<file path="config.mk">
export PLATFORM = sky130hd
export DESIGN_NAME = framed_command_receiver_with_timeout_core
export DESIGN_NICKNAME = d
export VERILOG_FILES = /design/src/sv/fcr_pkg.sv /design/src/sv/fcr_front.sv /design/src/sv/fcr_fifo.sv /design/src/sv/fcr_back.sv /design/src/sv/framed_command_receiver_with_timeout_core.sv
export VERILOG_INCLUDE_DIRS = /design/src /design/src/sv
export SDC_FILE = /design/constraint.sdc
export NUM_CORES = 1
export LEC_CHECK = 0
export BUFFER_PORTS_ARGS = -buffer_cell sky130_fd_sc_hd__buf_4
export CORE_MARGIN = 1
export CORE_UTILIZATION = 38
export CTS_BUF_LIST = sky130_fd_sc_hd__clkbuf_4
export DETAILED_ROUTE_END_ITERATION = 8
export PLACE_DENSITY = 0.67
export SKIP_LAST_GASP = 1
export SLEW_MARGIN = 0
export SYNTH_ARGS = -nofsm -noshare
export SYNTH_HDL_FRONTEND = slang
export SYNTH_SLANG_ARGS = --single-unit
</file>
<file path="constraint.sdc">
create_clock -name clk -period 9.5 [get_ports clk]
set_input_delay 1.425 -clock clk [delete_from_list [all_inputs] [get_ports clk]]
set_output_delay 1.425 -clock clk [all_outputs]
set_load 0.005 [all_outputs]
</file>
<file path="src/sv/framed_command_receiver_with_timeout_core_macros.svh">
// Assertion helpers for the frame receiver.
// Both forms sample on clk and are disabled while rst_n is low.
`ifndef FRAMED_COMMAND_RECEIVER_WITH_TIMEOUT_CORE_MACROS_SVH
`define FRAMED_COMMAND_RECEIVER_WITH_TIMEOUT_CORE_MACROS_SVH

`ifndef SYNTHESIS

// Consequent must hold in the same cycle as the antecedent
`define FCR_ASSERT_NOW(label, ante, cons) \
  label: assert property (@(posedge clk) disable iff (!rst_n) (ante) |-> (cons)) \
    else $error("assertion failed: same-cycle check");

// Consequent must hold in the cycle after the antecedent
`define FCR_ASSERT_NEXT(label, ante, cons) \
  label: assert property (@(posedge clk) disable iff (!rst_n) (ante) |=> (cons)) \
    else $error("assertion failed: next-cycle check");

`else

`define FCR_ASSERT_NOW(label, ante, cons)
`define FCR_ASSERT_NEXT(label, ante, cons)

`endif

`endif

</file>
<file path="src/sv/fcr_pkg.sv">
package fcr_pkg;

  // Frame geometry
  localparam int PAYLOAD_BYTES = 8;
  localparam int FPOS_W        = $clog2(PAYLOAD_BYTES + 3);
  localparam int BUF_IDX_W     = $clog2(PAYLOAD_BYTES);

  localparam logic [FPOS_W-1:0] POS_HUNT    = FPOS_W'(0);
  localparam logic [FPOS_W-1:0] POS_FIRST   = FPOS_W'(1);
  localparam logic [FPOS_W-1:0] POS_LAST    = FPOS_W'(PAYLOAD_BYTES);
  localparam logic [FPOS_W-1:0] POS_CHECK   = FPOS_W'(PAYLOAD_BYTES + 1);
  localparam logic [FPOS_W-1:0] POS_TRAILER = FPOS_W'(PAYLOAD_BYTES + 2);

  localparam logic [7:0] HEADER_BYTE  = 8'd255;
  localparam logic [7:0] TRAILER_BYTE = 8'd240;

  // Counter and configuration widths
  localparam int TICK_W     = 32;
  localparam int TIMEOUT_W  = 32;
  localparam int DEADBAND_W = 7;
  localparam int CFG_DATA_W = 32;
  localparam int CFG_IDX_W  = 1;

  localparam logic [TIMEOUT_W-1:0]  TIMEOUT_RST  = TIMEOUT_W'(250);
  localparam logic [DEADBAND_W-1:0] DEADBAND_RST = DEADBAND_W'(5);

  typedef enum logic [CFG_IDX_W-1:0] {
    CFG_TIMEOUT  = 1'b0,
    CFG_DEADBAND = 1'b1
  } cfg_idx_t;

  // Queue between front and back
  localparam int FIFO_DEPTH = 2;
  localparam int FIFO_PTR_W = $clog2(FIFO_DEPTH);
  localparam int FIFO_CNT_W = $clog2(FIFO_DEPTH + 1);

  // One classified item as it travels through the queue
  typedef struct packed {
    logic       is_tick;
    logic       is_header;
    logic       is_trailer;
    logic [7:0] data;
  } item_t;

  typedef struct packed {
    logic full;
    logic empty;
  } fifo_status_t;

endpackage

</file>
<file path="src/sv/fcr_front.sv">
module fcr_front (
  input  logic                 clk,
  input  logic                 rst_n,
  input  logic                 in_valid,
  output logic                 in_stall,
  input  logic                 in_action,
  input  logic [7:0]           in_rx_byte,
  input  fcr_pkg::fifo_status_t fifo_st,
  output logic                 push,
  output fcr_pkg::item_t       push_item
);
  import fcr_pkg::*;

  logic  stage_valid_r, stage_valid_nxt;
  item_t stage_item_r;
  item_t item_nxt;
  logic  take;

  // Hold the input while the staged item cannot enter the queue
  assign in_stall = stage_valid_r & fifo_st.full;
  assign take     = in_valid & ~in_stall;
  assign push     = stage_valid_r & ~fifo_st.full;
  assign push_item = stage_item_r;

  // Classify the incoming item
  always_comb begin
    item_nxt.is_tick    = in_action;
    item_nxt.is_header  = ~in_action & (in_rx_byte == HEADER_BYTE);
    item_nxt.is_trailer = ~in_action & (in_rx_byte == TRAILER_BYTE);
    item_nxt.data       = in_rx_byte;
  end

  assign stage_valid_nxt = take | (stage_valid_r & fifo_st.full);

  always_ff @(posedge clk) begin
    if (!rst_n) begin
      stage_valid_r <= 1'b0;
    end else begin
      stage_valid_r <= stage_valid_nxt;
    end
  end

  // Load the stage on each transfer
  always_ff @(posedge clk) begin
    if (take) begin
      stage_item_r <= item_nxt;
    end
  end

endmodule

</file>
<file path="src/sv/fcr_fifo.sv">
module fcr_fifo (
  input  logic                  clk,
  input  logic                  rst_n,
  input  logic                  push,
  input  fcr_pkg::item_t        push_item,
  input  logic                  pop,
  output fcr_pkg::item_t        pop_item,
  output fcr_pkg::fifo_status_t fifo_st
);
  import fcr_pkg::*;

  item_t                 mem_r [FIFO_DEPTH];
  logic [FIFO_PTR_W-1:0] wr_ptr_r, wr_ptr_nxt;
  logic [FIFO_PTR_W-1:0] rd_ptr_r, rd_ptr_nxt;
  logic [FIFO_CNT_W-1:0] count_r, count_nxt;

  assign fifo_st.full  = (count_r == FIFO_CNT_W'(FIFO_DEPTH));
  assign fifo_st.empty = (count_r == '0);
  assign pop_item      = mem_r[rd_ptr_r];

  // Advance pointers with wrap at the queue depth
  always_comb begin
    wr_ptr_nxt = wr_ptr_r;
    rd_ptr_nxt = rd_ptr_r;
    count_nxt  = count_r;
    if (push) begin
      wr_ptr_nxt = (wr_ptr_r == FIFO_PTR_W'(FIFO_DEPTH - 1)) ? '0 : wr_ptr_r + 1'b1;
    end
    if (pop) begin
      rd_ptr_nxt = (rd_ptr_r == FIFO_PTR_W'(FIFO_DEPTH - 1)) ? '0 : rd_ptr_r + 1'b1;
    end
    if (push && !pop) begin
      count_nxt = count_r + 1'b1;
    end else if (pop && !push) begin
      count_nxt = count_r - 1'b1;
    end
  end

  always_ff @(posedge clk) begin
    if (!rst_n) begin
      wr_ptr_r <= '0;
      rd_ptr_r <= '0;
      count_r  <= '0;
    end else begin
      wr_ptr_r <= wr_ptr_nxt;
      rd_ptr_r <= rd_ptr_nxt;
      count_r  <= count_nxt;
    end
  end

  always_ff @(posedge clk) begin
    if (push) begin
      mem_r[wr_ptr_r] <= push_item;
    end
  end

endmodule

</file>
<file path="src/sv/fcr_back.sv">
module fcr_back (
  input  logic                             clk,
  input  logic                             rst_n,
  input  fcr_pkg::fifo_status_t            fifo_st,
  input  fcr_pkg::item_t                   pop_item,
  output logic                             pop,
  input  logic [fcr_pkg::TIMEOUT_W-1:0]    timeout_r,
  input  logic [fcr_pkg::DEADBAND_W-1:0]   deadband_r,
  output logic                             out_valid,
  input  logic                             out_stall,
  output logic                             out_link_up,
  output logic                             out_frame_accepted,
  output logic [7:0]                       out_left_cmd,
  output logic [7:0]                       out_right_cmd,
  output logic                             out_pulley_on,
  output logic                             out_button_y,
  output logic                             out_button_x,
  output logic                             out_button_b,
  output logic                             out_button_a
);
  import fcr_pkg::*;

  localparam logic [15:0] SCALE_MUL    = 16'd58983;  // 0.9 in Q16, rounded up
  localparam logic [7:0]  DRIVE_SPAN   = 8'd180;
  localparam logic [7:0]  DRIVE_CENTER = 8'd90;

  // Stick scaling by 180/200, truncating
  function automatic logic [7:0] scale_stick(input logic [7:0] v);
    logic [23:0] prod;
    prod = v * SCALE_MUL;
    return prod[23:16];
  endfunction

  logic [FPOS_W-1:0] pos_r, pos_nxt;
  logic [7:0]        sum_r, sum_nxt;
  logic [7:0]        buf_r [PAYLOAD_BYTES];
  logic [7:0]        committed_r [PAYLOAD_BYTES];
  logic [7:0]        committed_nxt [PAYLOAD_BYTES];
  logic              link_r, link_nxt;
  logic [TICK_W-1:0] elapsed_r, elapsed_nxt;
  logic              accepted_r, commit;
  logic [7:0]        left_r, right_r;
  logic [4:0]        flags_r;
  logic              out_valid_r;
  logic              buf_we;
  logic [BUF_IDX_W-1:0] buf_idx;
  logic [FPOS_W-1:0] pos_off;
  logic [7:0]        left_raw, turn, right_raw, off, left_nxt, right_nxt;
  logic [4:0]        flags_nxt;

  // Take an item whenever the result register is free or being drained
  assign pop       = ~fifo_st.empty & (~out_valid_r | ~out_stall);
  assign out_valid = out_valid_r;

  assign pos_off = pos_r - POS_FIRST;
  assign buf_idx = pos_off[BUF_IDX_W-1:0];

  // Framing machine
  always_comb begin
    pos_nxt = pos_r;
    sum_nxt = sum_r;
    buf_we  = 1'b0;
    commit  = 1'b0;
    if (!pop_item.is_tick) begin
      if (pos_r == POS_HUNT) begin
        if (pop_item.is_header) begin
          pos_nxt = POS_FIRST;
        end
      end else if (pos_r <= POS_LAST) begin
        buf_we  = 1'b1;
        sum_nxt = sum_r + pop_item.data;
        pos_nxt = pos_r + 1'b1;
      end else if (pos_r == POS_CHECK) begin
        pos_nxt = (pop_item.data == sum_r) ? POS_TRAILER : POS_HUNT;
        sum_nxt = '0;
      end else begin
        commit  = pop_item.is_trailer;
        pos_nxt = POS_HUNT;
      end
    end
  end

  // Tick counter and link flag
  always_comb begin
    elapsed_nxt = elapsed_r;
    if (commit) begin
      elapsed_nxt = '0;
    end else if (pop_item.is_tick && (elapsed_r != '1)) begin
      elapsed_nxt = elapsed_r + 1'b1;
    end
    link_nxt = (link_r | commit) & ~(elapsed_nxt >= TICK_W'(timeout_r));
  end

  always_comb begin
    for (int i = 0; i < PAYLOAD_BYTES; i++) begin
      committed_nxt[i] = commit ? buf_r[i] : committed_r[i];
    end
  end

  // Drive commands and button flags from the committed payload
  always_comb begin
    left_raw  = scale_stick(committed_nxt[3]);
    turn      = scale_stick(committed_nxt[4]);
    right_raw = DRIVE_SPAN - left_raw;
    off       = (turn >= DRIVE_CENTER) ? (turn - DRIVE_CENTER) : (DRIVE_CENTER - turn);
    if (off > {1'b0, deadband_r}) begin
      left_nxt  = turn;
      right_nxt = turn;
    end else begin
      left_nxt  = left_raw;
      right_nxt = right_raw;
    end
    flags_nxt = {committed_nxt[1][3], committed_nxt[0][3:0]};
  end

  always_ff @(posedge clk) begin
    if (!rst_n) begin
      pos_r       <= POS_HUNT;
      sum_r       <= '0;
      link_r      <= 1'b0;
      elapsed_r   <= '0;
      accepted_r  <= 1'b0;
      left_r      <= '0;
      right_r     <= '0;
      flags_r     <= '0;
      out_valid_r <= 1'b0;
      for (int i = 0; i < PAYLOAD_BYTES; i++) begin
        committed_r[i] <= '0;
      end
    end else begin
      out_valid_r <= pop | (out_valid_r & out_stall);
      if (pop) begin
        pos_r      <= pos_nxt;
        sum_r      <= sum_nxt;
        link_r     <= link_nxt;
        elapsed_r  <= elapsed_nxt;
        accepted_r <= commit;
        for (int i = 0; i < PAYLOAD_BYTES; i++) begin
          committed_r[i] <= committed_nxt[i];
        end
        if (link_nxt) begin
          left_r  <= left_nxt;
          right_r <= right_nxt;
          flags_r <= flags_nxt;
        end
      end
    end
  end

  // Collect payload bytes
  always_ff @(posedge clk) begin
    if (pop && buf_we) begin
      buf_r[buf_idx] <= pop_item.data;
    end
  end

  // State registers double as the result register
  assign out_link_up        = link_r;
  assign out_frame_accepted = accepted_r;
  assign out_left_cmd       = left_r;
  assign out_right_cmd      = right_r;
  assign out_pulley_on      = flags_r[4];
  assign out_button_y       = flags_r[3];
  assign out_button_x       = flags_r[2];
  assign out_button_b       = flags_r[1];
  assign out_button_a       = flags_r[0];

endmodule

</file>
<file path="src/sv/framed_command_receiver_with_timeout_core.sv">
// Channel   Direction  Handshake            Payload
// in_       input      in_valid/in_stall    action, rx_byte
// out_      output     out_valid/out_stall  link_up, frame_accepted, left_cmd,
//                                           right_cmd, pulley_on, button_y/x/b/a
// cfg_      input      cfg_wr_en            cfg_index, cfg_wdata
//
// One item per cycle sustained while out_stall is low; a result is presented after its input transfer
// passes the front stage register, the queue entry and the back state/result register, in that order.
// The back state updates once per popped item, so it sets the item rate.
// Reset is synchronous on rst_n; registers return to timeout 250, deadband 5.
// A stalled result holds the back; the queue absorbs the front until it fills.
`include "framed_command_receiver_with_timeout_core_macros.svh"

module framed_command_receiver_with_timeout_core (
  input  logic                            clk,
  input  logic                            rst_n,
  input  logic                            in_valid,
  output logic                            in_stall,
  input  logic                            in_action,
  input  logic [7:0]                      in_rx_byte,
  output logic                            out_valid,
  input  logic                            out_stall,
  output logic                            out_link_up,
  output logic                            out_frame_accepted,
  output logic [7:0]                      out_left_cmd,
  output logic [7:0]                      out_right_cmd,
  output logic                            out_pulley_on,
  output logic                            out_button_y,
  output logic                            out_button_x,
  output logic                            out_button_b,
  output logic                            out_button_a,
  input  logic                            cfg_wr_en,
  input  logic [fcr_pkg::CFG_IDX_W-1:0]   cfg_index,
  input  logic [fcr_pkg::CFG_DATA_W-1:0]  cfg_wdata
);
  import fcr_pkg::*;

  logic [TIMEOUT_W-1:0]  timeout_r;
  logic [DEADBAND_W-1:0] deadband_r;
  fifo_status_t          fifo_st;
  item_t                 push_item, pop_item;
  logic                  fifo_push, fifo_pop;

  // Configuration registers
  always_ff @(posedge clk) begin
    if (!rst_n) begin
      timeout_r  <= TIMEOUT_RST;
      deadband_r <= DEADBAND_RST;
    end else if (cfg_wr_en) begin
      case (cfg_idx_t'(cfg_index))
        CFG_TIMEOUT:  timeout_r  <= cfg_wdata[TIMEOUT_W-1:0];
        CFG_DEADBAND: deadband_r <= cfg_wdata[DEADBAND_W-1:0];
        default: ;
      endcase
    end
  end

  fcr_front u_front (
    .clk       (clk),
    .rst_n     (rst_n),
    .in_valid  (in_valid),
    .in_stall  (in_stall),
    .in_action (in_action),
    .in_rx_byte(in_rx_byte),
    .fifo_st   (fifo_st),
    .push      (fifo_push),
    .push_item (push_item)
  );

  fcr_fifo u_fifo (
    .clk      (clk),
    .rst_n    (rst_n),
    .push     (fifo_push),
    .push_item(push_item),
    .pop      (fifo_pop),
    .pop_item (pop_item),
    .fifo_st  (fifo_st)
  );

  fcr_back u_back (
    .clk               (clk),
    .rst_n             (rst_n),
    .fifo_st           (fifo_st),
    .pop_item          (pop_item),
    .pop               (fifo_pop),
    .timeout_r         (timeout_r),
    .deadband_r        (deadband_r),
    .out_valid         (out_valid),
    .out_stall         (out_stall),
    .out_link_up       (out_link_up),
    .out_frame_accepted(out_frame_accepted),
    .out_left_cmd      (out_left_cmd),
    .out_right_cmd     (out_right_cmd),
    .out_pulley_on     (out_pulley_on),
    .out_button_y      (out_button_y),
    .out_button_x      (out_button_x),
    .out_button_b      (out_button_b),
    .out_button_a      (out_button_a)
  );

  // Every item taken by the back yields a result in the next cycle
  `FCR_ASSERT_NEXT(a_pop_gives_result, fifo_pop, out_valid)
  // A full queue takes no push
  `FCR_ASSERT_NOW(a_full_blocks_push, fifo_st.full, !fifo_push)
  // A completed frame raises the link unless the timeout is zero
  `FCR_ASSERT_NOW(a_accept_raises_link, out_valid && out_frame_accepted && (timeout_r != '0), out_link_up)

endmodule

</file>
Word level (Yosys, flattened, before mapping)
Memory sizes are Yosys's and may differ from the RTL's. A register that Yosys moved wholly into a read port is not among the register bits.
Cells that the tools add are included.

operators by class
  eq/ne operators = 8
  $lt $le $gt $ge = 4
  bitwise operators = 30
  mux-type cells = 49
  reduce and logical (&&, ||, !) cells = 16
  multiply operators = 2
  add/sub/neg operators = 11

operators with widths
  kind                     count
  $mux W8                  21
  $mux W32                 2
  $mul A8 B16 Y24 const B  2
  $add A32 B1 Y32 const B  1
  $ge A32 B32 Y1           1
  $ne A32 B32 Y1 const B   1
  $mux W4                  5
  $mux W1                  19
  $eq A8 B8 Y1 const B     2
  $or A1 B1 Y1             12
  $not A1 Y1               10
  $add A8 B8 Y8            1
  $and A1 B1 Y1            8
  $eq A8 B8 Y1             1
  $ge A8 B7 Y1 const B     1
  $gt A8 B7 Y1             1
  $reduce_and A2 Y1        4
  $sub A7 B8 Y8 const A    1
  $sub A8 B7 Y8 const B    1
  $sub A8 B8 Y8 const A    1
  $add A4 B1 Y4 const B    1
  $eq A4 B4 Y1 const B     1
  $le A4 B4 Y1 const B     1
  $logic_and A1 B1 Y1      4
  other kinds (14)         18

word-level totals
  memories = 3
  output and inout bits = 25
  logic and storage cells = 142
  input bits = 47
  bits in writable memories = 150
  flip-flop bits (word level) = 123

memory list
  memory              depth  width  rd ports  clocked after Yosys merged registers in  wr ports  line            RTL
  u_back.buf_r        8      8      8         0                                        1         fcr_back.sv:36  logic [7:0] buf_r [PAYLOAD_BYTES];
  u_back.committed_r  8      8      4         0                                        8         fcr_back.sv:37  logic [7:0] committed_r [PAYLOAD_BYTES];
  u_fifo.mem_r        2      11     1         1                                        1         fcr_fifo.sv:12  item_t mem_r [FIFO_DEPTH];

Longest topological paths before layout
Gate-level depths: netlist of the first run.

  word-level depth = 11
  mapped depth = 40
  gate-level depth less buffers = 37

By module
A second synthesis of the first run with hierarchy kept.

second synthesis, totals
  cells, all modules = 1453
  area, all modules = 13872.1 µm²

modules (own cells, without submodules)
  module                                     area an instance (µm²)  cells an instance  instances  sequential area each (µm²)
  fcr_back                                   10819.1                 1203               1          2602.5
  framed_command_receiver_with_timeout_core  1629.1                  173                1          780.7
  fcr_fifo                                   1008.5                  56                 1          760.7
  fcr_front                                  415.4                   21                 1          350.3

Worst setup path after synthesis of the first run
No wires, ideal clock.

  path type = reg2reg
  start point = register u_back.pos_r[0]
  end point = register u_back.left_r[1] (netlist: u_back.out_left_cmd[1])
  data arrival time = 8.764 ns
  stages on the path, launching flop included = 38
  period minus slack after synthesis = 8.843 ns
  buffers on the path = 3
  setup time = 0.079 ns
  data required time = 9.421 ns
  slack = 0.657 ns
  path through = dfxtp_1 inv_1 ha_1 nor2_1 o21ai_0 or2_2 clkbuf_1 buf_1 mux2i_1 inv_1 ha_1 inv_1 fa_1 fa_1 inv_1 fa_1 ha_1 clkbuf_2 (+2 left out) o221ai_1 and2_1 xnor2_1 ha_1 o311a_1 o21a_1 nor2_4 mux2i_1 xor2_1 ha_1 a21o_1 a21oi_1 o21ai_0 o21a_1 a31o_2 a31oi_4 mux2_4 a211oi_2

RTL lines
  element                 line             RTL
  start, declared         fcr_back.sv:34   logic [FPOS_W-1:0] pos_r, pos_nxt;
  start signal, assigned  fcr_back.sv:133  pos_r <= pos_nxt;
  end signal, assigned    fcr_back.sv:142  left_r <= left_nxt;
  end, declared           fcr_back.sv:42   logic [7:0] left_r, right_r;

==> run metrics, run 1 <==
met1 usage between 20% and 30%; core area 35,660 um2; Pre-antenna DRT Iters 7; Final period util 92.49%; violated checks DRC; Die Y 192.4 um; critical path's slowest cell fa_1; Via density 5.270; CTS sink count ~190; CTS tree built; # setup viols final 0; unrepaired setup endpoints after global routing no; number of global-route vias before repair around 11k; startpoint types flop; outcome complete, but fails checks; num rows 69; Pins Over Slew Limit 0; busiest grt layer met2; Achievable Freq approximately 110 MHz; CTS Buf Count 17; WP data required 10.04 ns; Synth Instances roughly 1.5k; via count 10.76k; Total Wirelength 30,470 um; initial antenna violation count 1; CP Data Arrival Time 9.33 ns; cell area after synthesis between 10,000 and 15,000 um2; Die Span X slightly below 200 um; GRT Overall Usage between 10% and 20%; Post-synth EDFFs 75; area growth from synthesis to layout 9.994%; die area 37,010 um2; Yosys warnings 0; residual overflow from global routing 0; GR Layer Usage met3 2.455%; register bit count reported by yosys ~190; met2 Use GR between 20% and 30%; Worst-Skew Late Latency 0.61 ns; worst slew pin tran 1.007 ns; I/O Buffers 71; Boundary Pins between 70 and 80; average wire per standard cell 14.93 um; Yosys top cell area share between 10% and 20%; Antenna Violating Nets Remaining 0; CP Capture Type flop; FILL cells 3,490; Synth Flop Type dfxtp_1; Net Count, Synth 1,788; Starting DRT DRC Count 564; CTS Buffer Depth 2; register area share after synthesis 32.63%; clk_skew 0.02816 ns; MaxCap Viol Count 0; cts hold-fix bufs 0; post-layout min period slightly below 9 ns; ys async rst share 0%; dpl hpwl 23,650 um; Setup TNS 0 ns; Placer Congestion approximately 0.9; Critical Path Max Stage Delay 0.61 ns; worst hold slack 0.4641 ns; Crit Path Class flop to flop; H-tree Lvls 4; largest net degree at the start of global routing 47; Clock transition at path regs 0.19 ns; Final Hold Fails 0; HP Class flop to flop; Starting Density 38.63%; CP max FO 17; layout net count 1,834; DRC violations left 10; Slew headroom 32.88%; leading area contributor after synthesis edfxtp_1; main area contributors after synthesis edfxtp_1 16%, dfxtp_1 16%, ha_1 15%, fa_1 7.7%, nand2_1 4.9%; share of cells above drive strength 1 10.20%; mean area per synthesized cell 9.060 um2; Synth cell types 79; root buffer cell clkbuf_4; first-pass GRT wire length 51,520 um
-- layer usage --
layer | routed length, um | vias to the layer above
li1 | - | 5377
met1 | 14380 | 5171
met2 | 14790 | 179
met3 | 976 | 29
met4 | 316 | 0
met5 | 0 | -
-- sequential cells by signal (all words and copies together) (netlist names), 8 cells and up, named ones only --
name and flops:
u_fifo.mem_r 22, u_back.elapsed_r 32, u_back.committed_r 21, u_front.push_item 11
timeout_r 32, u_back.out_right_cmd 8, u_back.sum_r 8, u_back.buf_r 21
-- synth_stat cells (all sizes together) (4+ instances only) --
| library cell | n |
|---|---|
| a211o | 4 |
| a211oi | 17 |
| a21o | 27 |
| a21oi | 98 |
| a221oi | 4 |
| a22oi | 15 |
| a311oi | 4 |
| and2 | 11 |
| and3 | 14 |
| and4 | 7 |
| buf | 12 |
| clkbuf | 45 |
| dfxtp | 112 |
| edfxtp | 75 |
| fa | 53 |
| ha | 168 |
| inv | 157 |
| mux2 | 12 |
| mux2i | 29 |
| nand2 | 180 |
| nand2b | 8 |
| nand3 | 37 |
| nand4 | 21 |
| nand4b | 5 |
| nor2 | 146 |
| nor2b | 17 |
| nor3 | 21 |
| nor4 | 10 |
| o211ai | 13 |
| o21a | 6 |
| o21ai | 53 |
| o21bai | 5 |
| o221ai | 8 |
| o31ai | 7 |
| or2 | 5 |
| or3 | 7 |
| xnor2 | 34 |
| xor2 | 34 |
-- placed cells by master, fill, tap and decap left out, types with 5 or more instances in the layout --
master and n:
o21bai_1 5, xor2_1 33, nor4_1 10, nand2b_1 8, nand3_1 37, nand4_1 21
a22oi_1 14, edfxtp_1 75, and4_1 7, and2_1 10, o211ai_1 13, dfxtp_1 111
mux2_2 9, a21o_1 27, nor2_1 143, o31ai_1 7, inv_1 156, a211oi_1 13
xnor2_1 34, and3_1 14, a21oi_1 93, o221ai_1 6, nand4b_1 5, o21a_1 6
buf_4 84, fa_1 53, o21ai_0 49, nor3_1 19, or3_1 7, mux2i_1 29
clkbuf_4 17, clkinv_8 7, ha_1 168, nand2_1 180, nor2b_1 16, a21oi_2 5
-- path summary, 6_finish.rpt --
| path | cells after the start | slack (ns) | to | startpoint |
|---|---|---|---|---|
| max | 37 | 0.71 | u_back.out_left_cmd[1] | u_back.pos_r[0] |
| min | 2 | 0.46 | deadband_r[3] | deadband_r[3] |
| max reg2reg | 37 | 0.71 | u_back.out_left_cmd[1] | u_back.pos_r[0] |
| min reg2reg | 2 | 0.46 | deadband_r[3] | deadband_r[3] |
-- per-stage QoR --
step           util [%]  worst slack [ns]  area, um2  instances
2_1_floorplan         -            0.6570      13770       1520
3_3_place_gp      41.41            0.6614      14770       2006
3_5_place_dp      41.41            0.3883      14770       2006
4_1_cts           42.43            0.3543      15130       2038
5_1_grt           42.49           0.01152      15150       2041
6_report          42.49            0.7131      15150       2041
-- area by class of cell --
cell class / count / area, um2 / area share [%]
multi-input cells: 1118 / 8489 / 56.04
flip-flops and latches: 187 / 4496 / 29.68
repair buffers: 84 / 630.6 / 4.163
inverters: 158 / 593.1 / 3.915
well taps: 461 / 576.8 / 3.808
clock inverters: 15 / 232.7 / 1.536
clock buffers: 17 / 127.6 / 0.8425
diodes: 1 / 2.502 / 0.01652
-- worst max-delay path: cells and delay by family (launching register included) --
| family | cells | cell delay (ns) |
|---|---|---|
| multiplexers | 1 | 0.34 |
| AND/OR/NAND/NOR | 10 | 1.48 |
| XOR/XNOR | 1 | 0.17 |
| AO/OA/AOI/OAI | 14 | 2.96 |
| buffers and inverters | 3 | 0.19 |
| adder cells (fa/ha/maj) | 8 | 3.16 |
| flip-flops | 1 | 0.43 |
-- cell families (layout without fill, tap and decap cells) --
family,after synthesis,in the layout,synth area share [%]
AOI/OAI and AO/OA,289,289,14.15
xor gates and xnor gates,68,68,4.379
adders and majority gates,221,221,22.97
buffers and inverters,215,274,5.969
DFF,187,187,32.63
muxes,41,41,3.171
other,0,1,0
and+or+nand+nor,499,499,16.73
-- repair_timing --
action,CTS,global route
gates resized for setup,0,3
setup buffers,0,2
endpoints found under the setup margin,0,15
Power of run 1 is left out: the tool's default activity adds up to more than one toggle a clock period on the data nets, which glitch-free logic cannot reach.
==> run 2: changes to the inputs <==
--- a/config.mk
+++ b/config.mk
@@ -7,6 +7,7 @@
 export NUM_CORES = 1
 export LEC_CHECK = 0
 export BUFFER_PORTS_ARGS = -buffer_cell sky130_fd_sc_hd__buf_4
+export CORE_ASPECT_RATIO = 0.5
 export CORE_MARGIN = 1
 export CORE_UTILIZATION = 38
 export CTS_BUF_LIST = sky130_fd_sc_hd__clkbuf_4
==> run 2 against run 1 <==
Against the previous run:
- the flow now finishes without violations
- final cell count grew 0.69%
- clock-buffer cell count unchanged
- hold slack lost 0.0042 ns
- via count decreased by 1.4%
- die area rose by 0.12%
- maximum frequency shrank 2.6%
- sequential share of layout area rose by 0.15 points
- sequential cell count unchanged
- non-clock buffer count is the same
- global-route usage decreased by 0.68 points
- final area decreased by 0.54%
- utilization rose by 0.47 points
- critical path type unchanged
- critical endpoint is now u_back.out_right_cmd[0]
- highest routed layer unchanged
==> run metrics, run 2 (synthesized netlist as in run 1, its figures left out) <==
cts hold-fix bufs 0; Final period util 94.93%; post-layout min period roughly 9.0 ns; most frequent cells in the layout 180 x nand2_1, 168 x ha_1, 156 x inv_1; Pins Over Slew Limit 0; num rows between 40 and 50; Final Instance Count excl. Fillers 2,055; layout net count 1,834; average wire per standard cell 14.73 um; HP Class flop to flop; cell family with most CP delay adder cells; Boundary Pins 72; Via density ~5.2; die area 37,050 um2; # setup viols final 0; number of global-route vias before repair slightly above 10k; root buffer cell clkbuf_4; Pre-antenna DRT Iters 7; Crit Path Class flop to flop; CTS tree built; Critical Path Max Stage Delay 0.54 ns; CTS Buf Count 17; final worst setup slack 0.4821 ns; worst slew pin tran 1.029 ns; Slew headroom 31.39%; Setup TNS 0 ns; Inst Count DP 2,022; CTS sink count 187; CP Capture Type flop; Antenna Violating Nets Remaining 0; biggest regs timeout_r x32, u_back.elapsed_r x32, u_fifo.mem_r x22; I/O Buffers 71; startpoint types flop; MaxCap Viol Count 0; H-tree Lvls 4; initial antenna violation count 1; leading cell type in the layout, fill and taps excluded nand2_1; CTS Buffer Depth 2; Achievable Freq 110.9 MHz; CP max FO 16; area growth from synthesis to layout 9.403%; Total Wirelength between 30,000 and 40,000 um; Top cell by count, worst path ha_1; CP bufs+invs 3; Worst-Skew Late Latency 0.62 ns; GRT Overall Usage 16.55%; critical path's slowest cell fa_1; Die Span X 271.2 um; WP data required 10.03 ns; pre-CTS setup slack between 0.4 and 0.5 ns; largest net degree at the start of global routing 77; residual overflow from global routing 0; unrepaired setup endpoints after global routing no; core area 35,070 um2; dpl hpwl 23,420 um; utilization after layout 42.96%; Placer Congestion ~0.9; Post-CTS Setup Bufs 0; outcome finished clean; clk_skew 0.02680 ns; Starting Density 39.27%; first-pass GRT wire length 49,900 um; Die Y about 140 um; Final Hold Fails 0; Starting DRT DRC Count 643; Clock transition at path regs 0.16 ns; share of cells above drive strength 1 10.13%; CP Data Arrival Time 9.55 ns; DRC violations left 0; via count between 10k and 15k
run 2: cell types whose count changed in the layout (fill, tap and decap cells not counted), moves of 2 or more:
| cell | delta |
|---|---|
| inv_12 | -3 |
| clkinv_4 | +4 |
| clkinv_8 | -6 |
| inv_6 | +2 |
run 2: metrics by stage:
| step | instance area (um2) | hold WS (ns) |
|---|---|---|
| after global routing | 15070 | 0.4743 |
| after global placement | 14800 | 0.4229 |
| final | 15070 | 0.4599 |
| after detailed placement | 14800 | 0.4296 |
| after CTS | 15060 | 0.4584 |
| after floorplan | 13770 | 0.4215 |
run 2: worst register-to-register path: cells and delay by family, from the launching register on:
| family | cells | cell delay, ns |
|---|---|---|
| compound gates | 12 | 2.56 |
| xor+xnor | 2 | 0.33 |
| fa+ha+maj | 8 | 2.71 |
| buf+inv | 3 | 0.49 |
| flops | 1 | 0.49 |
| mux | 3 | 0.89 |
| simple gates | 6 | 1.47 |
run 2: timing repair:
action	CTS	global route
resized for setup	0	2
endpoints found under the hold margin	0	0
endpoints found under the setup margin	0	8
run 2: final timing paths:
kind                                   to                 start  slack [ns]  cells after the start
setup / recovery  u_back.out_right_cmd[0]       u_back.pos_r[0]        0.48                     34
hold / removal         u_fifo.mem_r[1][0]  u_front.push_item[0]        0.46                      0
hold reg to reg        u_fifo.mem_r[1][0]  u_front.push_item[0]        0.46                      0
setup reg to reg  u_back.out_right_cmd[0]       u_back.pos_r[0]        0.48                     34
run 2: cell type report:
class                   count  area (um2)
fillers                  3495       20010
multi-input cells        1118        8491
inverters                 158       593.1
diodes                      1       2.502
flip-flops and latches    187        4494
clock inverters            15       133.9
well taps                 475       594.3
clock buffers              17       127.6
repair buffers             84       630.6
run 2: layer usage:
layer	track usage [%]	routed length, um
met2	29.53	14660
met3	2.105	832
met5	0	0
met4	3.839	267
met1	21.41	14500
Power of run 2 is left out for the same reason.
==> run 3: changes to the inputs <==
--- a/config.mk
+++ b/config.mk
@@ -9,10 +9,10 @@
 export BUFFER_PORTS_ARGS = -buffer_cell sky130_fd_sc_hd__buf_4
 export CORE_ASPECT_RATIO = 0.5
 export CORE_MARGIN = 1
-export CORE_UTILIZATION = 38
+export CORE_UTILIZATION = 64
 export CTS_BUF_LIST = sky130_fd_sc_hd__clkbuf_4
 export DETAILED_ROUTE_END_ITERATION = 8
-export PLACE_DENSITY = 0.67
+export PLACE_DENSITY = 0.94
 export SKIP_LAST_GASP = 1
 export SLEW_MARGIN = 0
 export SYNTH_ARGS = -nofsm -noshare
==> constraint.sdc (replaced) <==
create_clock -name clk -period 8.9 [get_ports clk]
set_input_delay 1.335 -clock clk [delete_from_list [all_inputs] [get_ports clk]]
set_output_delay 1.335 -clock clk [all_outputs]
set_load 0.005 [all_outputs]
==> run 3 against run 2 <==
Against the previous run:
- final cell count decreased by 9.5%
- hold slack worse by 0.013 ns
- setup slack got worse by 0.12 ns
- largest cell class unchanged
- critical path type unchanged
==> run metrics, run 3 (synthesized netlist as in run 1, its figures left out) <==
outcome finished clean; initial antenna violation count 1; Clock transition at path regs 0.17 ns; residual overflow from global routing 0; hold path depth 0; biggest regs timeout_r x32, u_back.elapsed_r x32, u_fifo.mem_r x22; Critical Path Max Stage Delay 0.59 ns; root buffer cell clkbuf_4; MaxCap Viol Count 0; Slew headroom 16.35%; most frequent cells in the layout 180 x nand2_1, 167 x ha_1, 156 x inv_1; R2R Path End u_back.out_left_cmd[1]; leading cell type in the layout, fill and taps excluded nand2_1; Worst R2R Setup Slack ~0.37 ns; Via density 6.060; Starting Density 66.11%; layout net count 1,840; R2R depth 35; Final period util a little over nine tenths; number of global-route vias before repair 11.46k; CTS Buf Count 17; WP data required 9.42 ns; num rows 37; average wire per standard cell 17.38 um; core area 20,830 um2; CTS sink count 187; Die Y 105.7 um; CP Capture Type flop; post-layout min period about 8.5 ns; critical path's slowest cell fa_1; Final Hold Fails 0; CP Data Arrival Time 9.06 ns; clk_skew 0.02715 ns; Worst-Skew Late Latency between 0.6 and 0.7 ns; startpoint types flop; CTS Buffer Depth 2; largest net degree at the start of global routing roughly 70; # setup viols final 0; Boundary Pins between 70 and 80; Pre-antenna DRT Iters 5; die area 22,140 um2; HP Class flop to flop; worst hold slack 0.4474 ns; via count 11.27k; H-tree Lvls 4; Achievable Freq 117.2 MHz; GRT Overall Usage 29.58%; cts hold-fix bufs 0; Placer Congestion roughly 0.92; Total Wirelength 32,320 um; worst r2r src u_back.pos_r[0]; dpl hpwl 24,770 um; Pins Over Slew Limit 0; hold path endpoint u_fifo.mem_r[0][2]; Starting DRT DRC Count 816; share of cells above drive strength 1 10.79%; CTS tree built; worst slew pin tran 1.252 ns; I/O Buffers 71; Die Span X 209.5 um; area growth from synthesis to layout 8.404%; Crit Path Class flop to flop; Antenna Violating Nets Remaining 0; first-pass GRT wire length 52,970 um; DRC violations left 0; Hold Path Origin u_front.push_item[2]; CP max FO 8; Setup TNS 0 ns
-- run 3: cell count changes in the layout (fill, tap and decap cells not counted), moves of 2 or more --
| cell | previous run | this run |
|---|---|---|
| mux2i_1 | 28 | 26 |
| buf_4 | 84 | 90 |
| clkinv_4 | 4 | 1 |
| inv_6 | 4 | 2 |
-- run 3: final cells by class --
class | count | area [um2]
Inverter | 158 | 593.1
Timing Repair Buffer | 90 | 675.6
Clock buffer | 17 | 127.6
Fill cell | 1458 | 5903
Clock inverter | 15 | 160.2
Sequential cell | 187 | 4498
Antenna cell | 1 | 2.502
Multi-Input combinational cell | 1118 | 8531
Tap cell | 273 | 341.6
-- run 3: worst max-delay path, delay by kind of cell (launching register included) --
kind            cells  cell delay [ns]
compound gates     11             2.40
buf+inv             4             0.35
mux                 2             0.56
flops               1             0.42
simple gates        8             1.24
fa+ha+maj           8             3.15
xor+xnor            2             0.32
-- run 3: timing repair --
| item | CTS | global route |
|---|---|---|
| pin swaps | 0 | 2 |
| endpoints found under the setup margin | 2 | 15 |
| buffers inserted | 0 | 4 |
| resized for setup | 1 | 11 |
-- run 3: metal layers --
metal	routed length, um	up-vias	global-route usage, %
met4	730	0	11.21
met5	0	-	0
met1	13650	5366	36.31
li1	-	5399	-
met3	2034	69	5.215
met2	15900	432	52.19
-- run 3: worst max path at each step --
stage	startpoint	endpoint	depth (start not counted)
after global placement	u_back.pos_r[0]	u_back.out_left_cmd[1]	35
after global routing	u_back.pos_r[0]	u_back.out_left_cmd[1]	36
final	u_back.pos_r[0]	u_back.out_left_cmd[1]	35
after detailed placement	u_back.pos_r[0]	u_back.out_left_cmd[1]	35
after CTS	u_back.pos_r[0]	u_back.out_left_cmd[1]	34
after floorplan	u_back.pos_r[0]	u_back.out_left_cmd[1]	37
-- run 3: metrics by stage --
stage | utilization [%] | cells | worst slack (ns) | instance area (um2)
after CTS | 71.28 | 1854 | 0.02112 | 14850
after global routing | 71.66 | 1859 | -0.05076 | 14930
final | 71.66 | 1859 | 0.3652 | 14930
after detailed placement | 69.90 | 1822 | 0.02048 | 14560
after floorplan | - | 1520 | 0.05696 | 13770
after global placement | 69.90 | 1822 | 0.3137 | 14560
Power of run 3 is left out for the same reason.
